`config.mk`:
```
export PLATFORM = sky130hd
export DESIGN_NAME = spct_isqrt
export DESIGN_NICKNAME = d
export VERILOG_FILES = /design/src/rtl/spct_pkg.sv /design/src/rtl/spct_isqrt.sv
export SDC_FILE = /design/constraint.sdc
export NUM_CORES = 2
export LEC_CHECK = 0
export ABC_AREA = 0
export BUFFER_PORTS_ARGS = -buffer_cell sky130_fd_sc_hd__buf_4
export CELL_PAD_IN_SITES_DETAIL_PLACEMENT = 0
export CELL_PAD_IN_SITES_GLOBAL_PLACEMENT = 2
export CORE_MARGIN = 5
export CORE_UTILIZATION = 45
export DETAILED_ROUTE_END_ITERATION = 6
export HOLD_SLACK_MARGIN = 0.03
export PLACE_DENSITY = 0.83
export SETUP_SLACK_MARGIN = 0.5
export SYNTH_ARGS = -nofsm -noshare
export SYNTH_HDL_FRONTEND = slang
export SYNTH_SLANG_ARGS = --single-unit
```
`constraint.sdc`:
```
create_clock -name clk -period 7.6 [get_ports clk]
set_input_delay 0.38 -clock clk [delete_from_list [all_inputs] [get_ports clk]]
set_output_delay 0.38 -clock clk [all_outputs]
set_load 0.05 [all_outputs]
```
`src/rtl/spct_pkg.sv`:
```
// Shared types and constants of the shape pair collision test unit.
// No dependencies; every other file of the block imports it.
`timescale 1ns / 1ps

package spct_pkg;

	// Q15.8 coordinates
	localparam int COORD_WIDTH = 24;
	localparam int FRAC_BITS   = 8;

	// derived datapath widths
	localparam int DIFF_W = COORD_WIDTH + 1;      // difference of two coordinates
	localparam int SQ_W   = 2 * DIFF_W;           // square or sum of two squares
	localparam int ROOT_W = COORD_WIDTH + 1;      // floor root of SQ_W bits
	localparam int EXT_W  = COORD_WIDTH + 4;      // contact before saturation
	localparam int LEN_W  = COORD_WIDTH + 3;      // dist + ra - rb
	localparam int NUM_W  = DIFF_W + LEN_W;       // d * (dist + ra - rb)
	localparam int DEN_W  = ROOT_W + 1;           // 2 * dist
	localparam int QUO_W  = COORD_WIDTH + 2;      // quotient bits kept

	// five front stages, root stages, a product and a magnitude stage, quotient stages, output
	localparam int LATENCY = 5 + ROOT_W + 2 + QUO_W + 1;

	typedef enum logic [2:0] {
		OP_RECT_RECT     = 3'd0,
		OP_CIRCLE_CIRCLE = 3'd1,
		OP_RECT_CIRCLE   = 3'd2,
		OP_RECT_POINT    = 3'd3,
		OP_CIRCLE_POINT  = 3'd4,
		OP_POINT_POINT   = 3'd5
	} op_t;

	typedef struct packed {
		logic [2:0]                    operation;
		logic signed [COORD_WIDTH-1:0] a_x0;
		logic signed [COORD_WIDTH-1:0] a_y0;
		logic signed [COORD_WIDTH-1:0] a_x1;
		logic signed [COORD_WIDTH-1:0] a_y1;
		logic signed [COORD_WIDTH-1:0] b_x0;
		logic signed [COORD_WIDTH-1:0] b_y0;
		logic signed [COORD_WIDTH-1:0] b_x1;
		logic signed [COORD_WIDTH-1:0] b_y1;
	} cmd_word_t;

	typedef struct packed {
		logic                          hit;
		logic signed [COORD_WIDTH-1:0] contact_x;
		logic signed [COORD_WIDTH-1:0] contact_y;
	} result_word_t;

	// word state carried alongside the root pipeline
	typedef struct packed {
		logic                          hit;
		logic                          need_div;
		logic signed [EXT_W-1:0]       cx;
		logic signed [EXT_W-1:0]       cy;
		logic signed [DIFF_W-1:0]      dx;
		logic signed [DIFF_W-1:0]      dy;
		logic signed [COORD_WIDTH-1:0] ra;
		logic signed [COORD_WIDTH-1:0] rb;
		logic signed [COORD_WIDTH-1:0] ax0;
		logic signed [COORD_WIDTH-1:0] ay0;
	} sq_side_t;

	// word state carried alongside the quotient pipelines
	typedef struct packed {
		logic                          hit;
		logic                          need_div;
		logic signed [EXT_W-1:0]       cx;
		logic signed [EXT_W-1:0]       cy;
		logic signed [COORD_WIDTH-1:0] ax0;
		logic signed [COORD_WIDTH-1:0] ay0;
		logic                          sgn_x;
		logic                          sgn_y;
	} dv_side_t;

endpackage

```
`src/rtl/spct_isqrt.sv`:
```
// Pipelined floor integer square root, one result bit per stage.
// Depends on spct_pkg for widths.
`timescale 1ns / 1ps

module spct_isqrt
	import spct_pkg::*;
(
	input  logic              clk,
	input  logic [SQ_W-1:0]   radicand,
	output logic [ROOT_W-1:0] root
);

	logic [SQ_W-1:0] rem_q [ROOT_W];
	logic [SQ_W-1:0] res_q [ROOT_W];

	for (genvar k = 0; k < ROOT_W; k++) begin : g_stage
		localparam logic [SQ_W-1:0] BIT = SQ_W'(1) << (2 * (ROOT_W - 1 - k));
		logic [SQ_W-1:0] rem_in;
		logic [SQ_W-1:0] res_in;
		logic [SQ_W-1:0] trial;

		if (k == 0) begin : g_first
			assign rem_in = radicand;
			assign res_in = '0;
		end else begin : g_next
			assign rem_in = rem_q[k-1];
			assign res_in = res_q[k-1];
		end

		assign trial = res_in + BIT;

		always_ff @(posedge clk) begin
			if (rem_in >= trial) begin
				rem_q[k] <= rem_in - trial;
				res_q[k] <= (res_in >> 1) + BIT;
			end else begin
				rem_q[k] <= rem_in;
				res_q[k] <= res_in >> 1;
			end
		end
	end

	assign root = res_q[ROOT_W-1][ROOT_W-1:0];

endmodule

```
# == Yosys cells after proc, flatten, opt, wreduce, memory -nomap -nowiden ==
# Memories as Yosys holds them, arrays and structs flattened.
# Index checks and enable logic that the tools add are counted.
# totals
register_bits,0
ram_bits,2500
inputBits,51
out_inout_bits,25
word_cells,275
memories,2
# memory_table
memory,words,word_bits,rd,rd_clocked_by_memory_dff,wr,line,rtl
rem_q,25,50,24,0,25,spct_isqrt.sv:13,logic [SQ_W-1:0] rem_q [ROOT_W];
res_q,25,50,25,0,25,spct_isqrt.sv:14,logic [SQ_W-1:0] res_q [ROOT_W];
# classes
addsub,73
magnitude_cmp,25
n_mux,125
n_bitwise,50
# op_table
operator,count
2-to-1 mux 50 bit,50
>= comparator 50 bit,24
subtractor 50 bit,24
2-to-1 mux 1 bit,75
"adder 49 x 1 -> 50 bit, second input constant",1
"adder 49 x 11 -> 50 bit, second input constant",1
"adder 49 x 13 -> 50 bit, second input constant",1
"adder 49 x 15 -> 50 bit, second input constant",1
"adder 49 x 17 -> 50 bit, second input constant",1
"adder 49 x 19 -> 50 bit, second input constant",1
"adder 49 x 21 -> 50 bit, second input constant",1
"adder 49 x 23 -> 50 bit, second input constant",1
"adder 49 x 25 -> 50 bit, second input constant",1
"adder 49 x 27 -> 50 bit, second input constant",1
"adder 49 x 29 -> 50 bit, second input constant",1
"adder 49 x 3 -> 50 bit, second input constant",1
"adder 49 x 31 -> 50 bit, second input constant",1
"adder 49 x 33 -> 50 bit, second input constant",1
"adder 49 x 35 -> 50 bit, second input constant",1
"adder 49 x 37 -> 50 bit, second input constant",1
"adder 49 x 39 -> 50 bit, second input constant",1
"adder 49 x 41 -> 50 bit, second input constant",1
"adder 49 x 43 -> 50 bit, second input constant",1
"adder 49 x 45 -> 50 bit, second input constant",1
31 further kinds,80

# == Longest topological paths before layout ==
# An unclocked memory read counts as a cell.
# depth
depth_word,6
mapped_depth,14
ltp_nobuf,12

# == Least setup slack after synthesis ==
# OpenSTA, ideal clock, no wires.
# synth_path
path_kind,register to register
from,memory res_q[15][33] (netlist bit)
to,memory rem_q[16][44] (netlist bit)
setup_time_ns,0.072
arrival_ns,3.084
required_time_ns,7.528
path_slack_ns,4.444
stages_incl_launch_ff,13
path_buffers,1
synth_period_minus_slack_ns,3.156
cell_sequence,dfxtp_1 inv_1 ha_1 clkbuf_1 nand2_1 or4_4 nor4_2 a31o_2 nor3_2 or4_4 a221o_1 nor3b_2 xor2_1
# synth_rtl
element,line
from (decl),spct_isqrt.sv:14
to (decl),spct_isqrt.sv:13

==> impl_metrics.csv <==
group,metric,value,unit
critical_path,slowest_delay,0.82,ns
sta,finalSetupTns,0,ns
critical_path,slowest_stage,"a2111oi_0",
finish,multi_input_area,24490,um^2
sta,setup_viol,0,
sta,grt_setup_unrepaired,"no",
clocking,cts_made_buffers,156,
clocking,cts_buffer_depth,3,
finish,final_nets,6236,
hold_path,hp-class,"in2reg",
place,gp_congestion,0.8573,
finish,layout-drive-gt1-share,7.494,%
sta,setup_slack,3.557,ns
critical_path,crit_top_cell,"inv_1",
critical_path,crit_arrival,4.68,ns
finish,area_delta_synth_final,15.09,%
synth,ys_seq_area_share,53.67,%
pwr,power,25.72,mW
clocking,htreeDepth,4,
clocking,cts_sinks,1525,
floorplan,initial_core_util,45.30,%
place,dp_hpwl,104500,um
synth,synthTopCellsByArea,"dfxtp_1 54%, ha_1 7.6%, xor2_1 4.3%",
synth,synth_cell_type_count,91,
synth,async_flop_share,0,%
routing,via_per_inst,5.135,
floorplan,ios,76,
critical_path,cp_top_family,"simple AND/OR/NAND/NOR gates",
critical_path,cp-start-kind,"flop",
global_route,grt_antenna_before_repair,1,
routing,dr_total_vias,39110,
clocking,path_clk_slew,0.06,ns
clocking,root_buffer,"clkbuf_16",
synth,ys.flop_type,"dfxtp_1",
routing,drt_iter0_markers,2222,
synth,synth_edf_count,0,
critical_path,critPathRequiredTime,8.24,ns
critical_path,path_class,"reg2reg",
critical_path,crit_fanout,20,
synth,yosysTopAreaCellShare,53.67,%
floorplan,die_area,133600,um^2
sta,final_hold_viol_count,0,
sta,slew_viol_final,0,
pwr,power_leakage,29.78,nW
global_route,overflow,0,
floorplan,num_rows,130,
critical_path,endpoint_kind,"flop",
sta,worst_slew_margin_rel,20.91,%
synth,avgSynthCellArea,10.10,um^2
critical_path,crit_chain,"inv_1, ha_1, nor2b_1, nand3_1, nor4_1, a2111oi_0, nand2_1, nor2_1, inv_1, nand4_1, a31oi_1, xor2_1",
routing,drt_pre_antenna_iters,6,
global_route,grt_usage,20.14,%
synth,synth_top_cell_by_area,"dfxtp_1",
global_route,grt_max_degree,47,
run_status,outcome,"complete, no violations",
floorplan,die_x,365.6,um
place,post-place-ws,3.632,ns
synth,synth-warning-count,0,
global_route,grt_pass1_wl,215000,um
sta,holdWs,0.2431,ns
sta,min_period,4.043,ns
clocking,cts_resized,0,
routing,drt-total-wl,134400,um
finish,seqCellArea,30530,um^2
global_route,grt_pass1_vias,39258,
pwr,peakVddDrop,232.1,uV
job,maxCapViolations,0,
finish,instances_no_fill,7616,
clocking,clk_latency,0.77,ns
synth,synth_seq_cells,1525,
routing,drc,0,
pwr,power.density,392.9,nW/um^2
floorplan,die_y,365.6,um
sta,fin_crit_sh,53.20,%
sta,clock_skew,0.04491,ns
finish,nFillCells,11472,
place,post-place-cells,7280,
place,port_buffers,75,
sta,worst_pin_slew,1.183,ns
sta,fmax,247.3,MHz
synth,synth_nets,6031,
routing,postRouteAntennaNets,0,
synth,netlist_instances,5634,
routing,wl_per_cell,17.65,um
synth,syn-cell-area,56890,um^2
critical_path,crit_buf_inv,2,
floorplan,core-area,125600,um^2
clocking,cts_tree,"yes",
## layout by cell type, fill, tap and decap left out, types with 49 or more instances in the layout
cell,count
nor3_1,163
xnor2_1,226
nor2_1,363
buf_4,91
nor2b_1,49
xor2_1,280
dfxtp_1,1525
a21o_1,131
nand2b_1,59
dlygate4sd3_1,51
nand4_1,84
o21a_1,77
nand2_1,370
ha_1,346
clkbuf_16,159
nand3_1,80
inv_1,412
or3_1,65
nor4_1,195
o21ai_0,251
a21oi_1,301
## area by class of cell
type,instances,share of cell area [%]
Sequential cell,1525,46.63
Multi-Input combinational cell,3599,37.41
Clock buffer,204,6.794
Tap cell,1650,3.153
Inverter,415,2.379
Timing Repair Buffer,142,1.823
Clock inverter,80,1.810
Antenna cell,1,0.003822
## cell families (layout without fill, tap and decap cells)
family	Yosys count	count (layout)	synth area share [%]
adders and majority gates	346	346	7.610
AOI/OAI and AO/OA	1036	1036	11.38
DFF	1525	1525	53.67
and+or+nand+nor	1645	1645	14.90
muxes	66	66	1.280
other	0	1	0
buffers and inverters	510	841	3.374
xor gates and xnor gates	506	506	7.790
## registers in the layout, summed over array words and instances (netlist names)
| signal | cells |
|---|---|
| rem_q | 1200 |
| res_q | 325 |
## final timing paths
| path | startpoint | endpoint | slack (ns) | cells past startpoint |
|---|---|---|---|---|
| max reg2reg | res_q[12][36] | rem_q[13][44] | 3.56 | 12 |
| max | res_q[12][36] | rem_q[13][44] | 3.56 | 12 |
| min reg2reg | res_q[20][11] | res_q[21][10] | 0.31 | 0 |
| min | radicand[47] | rem_q[0][47] | 0.24 | 2 |
## where the power goes
part / total, mW / internal, mW / switching (mW)
registers: 11.4 / 9.84 / 1.61
logic: 6.25 / 2.80 / 3.45
clock network: 8.03 / 4.78 / 3.26
total: 25.7 / 17.4 / 8.31
## stage by stage
step	util [%]	instance area (um^2)
final	52.14	65470
after global routing	52.14	65470
after CTS	52.14	65470
after detailed placement	47.24	59320
after global placement	47.24	59320
after floorplan	-	56890
## synth_stat cells, types with 16 or more instances
| cell type | count |
|---|---|
| xor2_1 | 280 |
| o211ai_1 | 16 |
| nand2b_1 | 59 |
| mux2_2 | 47 |
| nand2_1 | 370 |
| o21ai_0 | 252 |
| or3_1 | 65 |
| nor2b_1 | 49 |
| nand4_1 | 84 |
| xnor2_1 | 226 |
| nand3b_1 | 20 |
| and2_1 | 30 |
| ha_1 | 346 |
| o21a_1 | 77 |
| a31oi_1 | 22 |
| a21o_1 | 131 |
| nor3_1 | 163 |
| a21boi_0 | 20 |
| o21bai_1 | 23 |
| clkbuf_1 | 84 |
| inv_1 | 412 |
| nor2_1 | 363 |
| dfxtp_1 | 1525 |
| or4_1 | 38 |
| nand3_1 | 80 |
| nor4b_1 | 26 |
| a21oi_1 | 303 |
| nor4_1 | 195 |
| o21ai_1 | 27 |
| o31ai_1 | 35 |
| and3_1 | 26 |
| a211oi_1 | 22 |
## what timing repair did
item,4_1_cts,5_1_grt
endpoints found under the hold margin,51,0
setup buffers,0,0
hold buffers,51,0
## routing by layer
layer	vias to the layer above	wire length [um]	GRT usage, %
met2	555	65070	35.03
met3	187	4579	2.955
met4	0	2607	5.099
li1	20000	-	-
met5	-	0	0
met1	18368	62160	26.40
(Power assumes the default switching activity.)
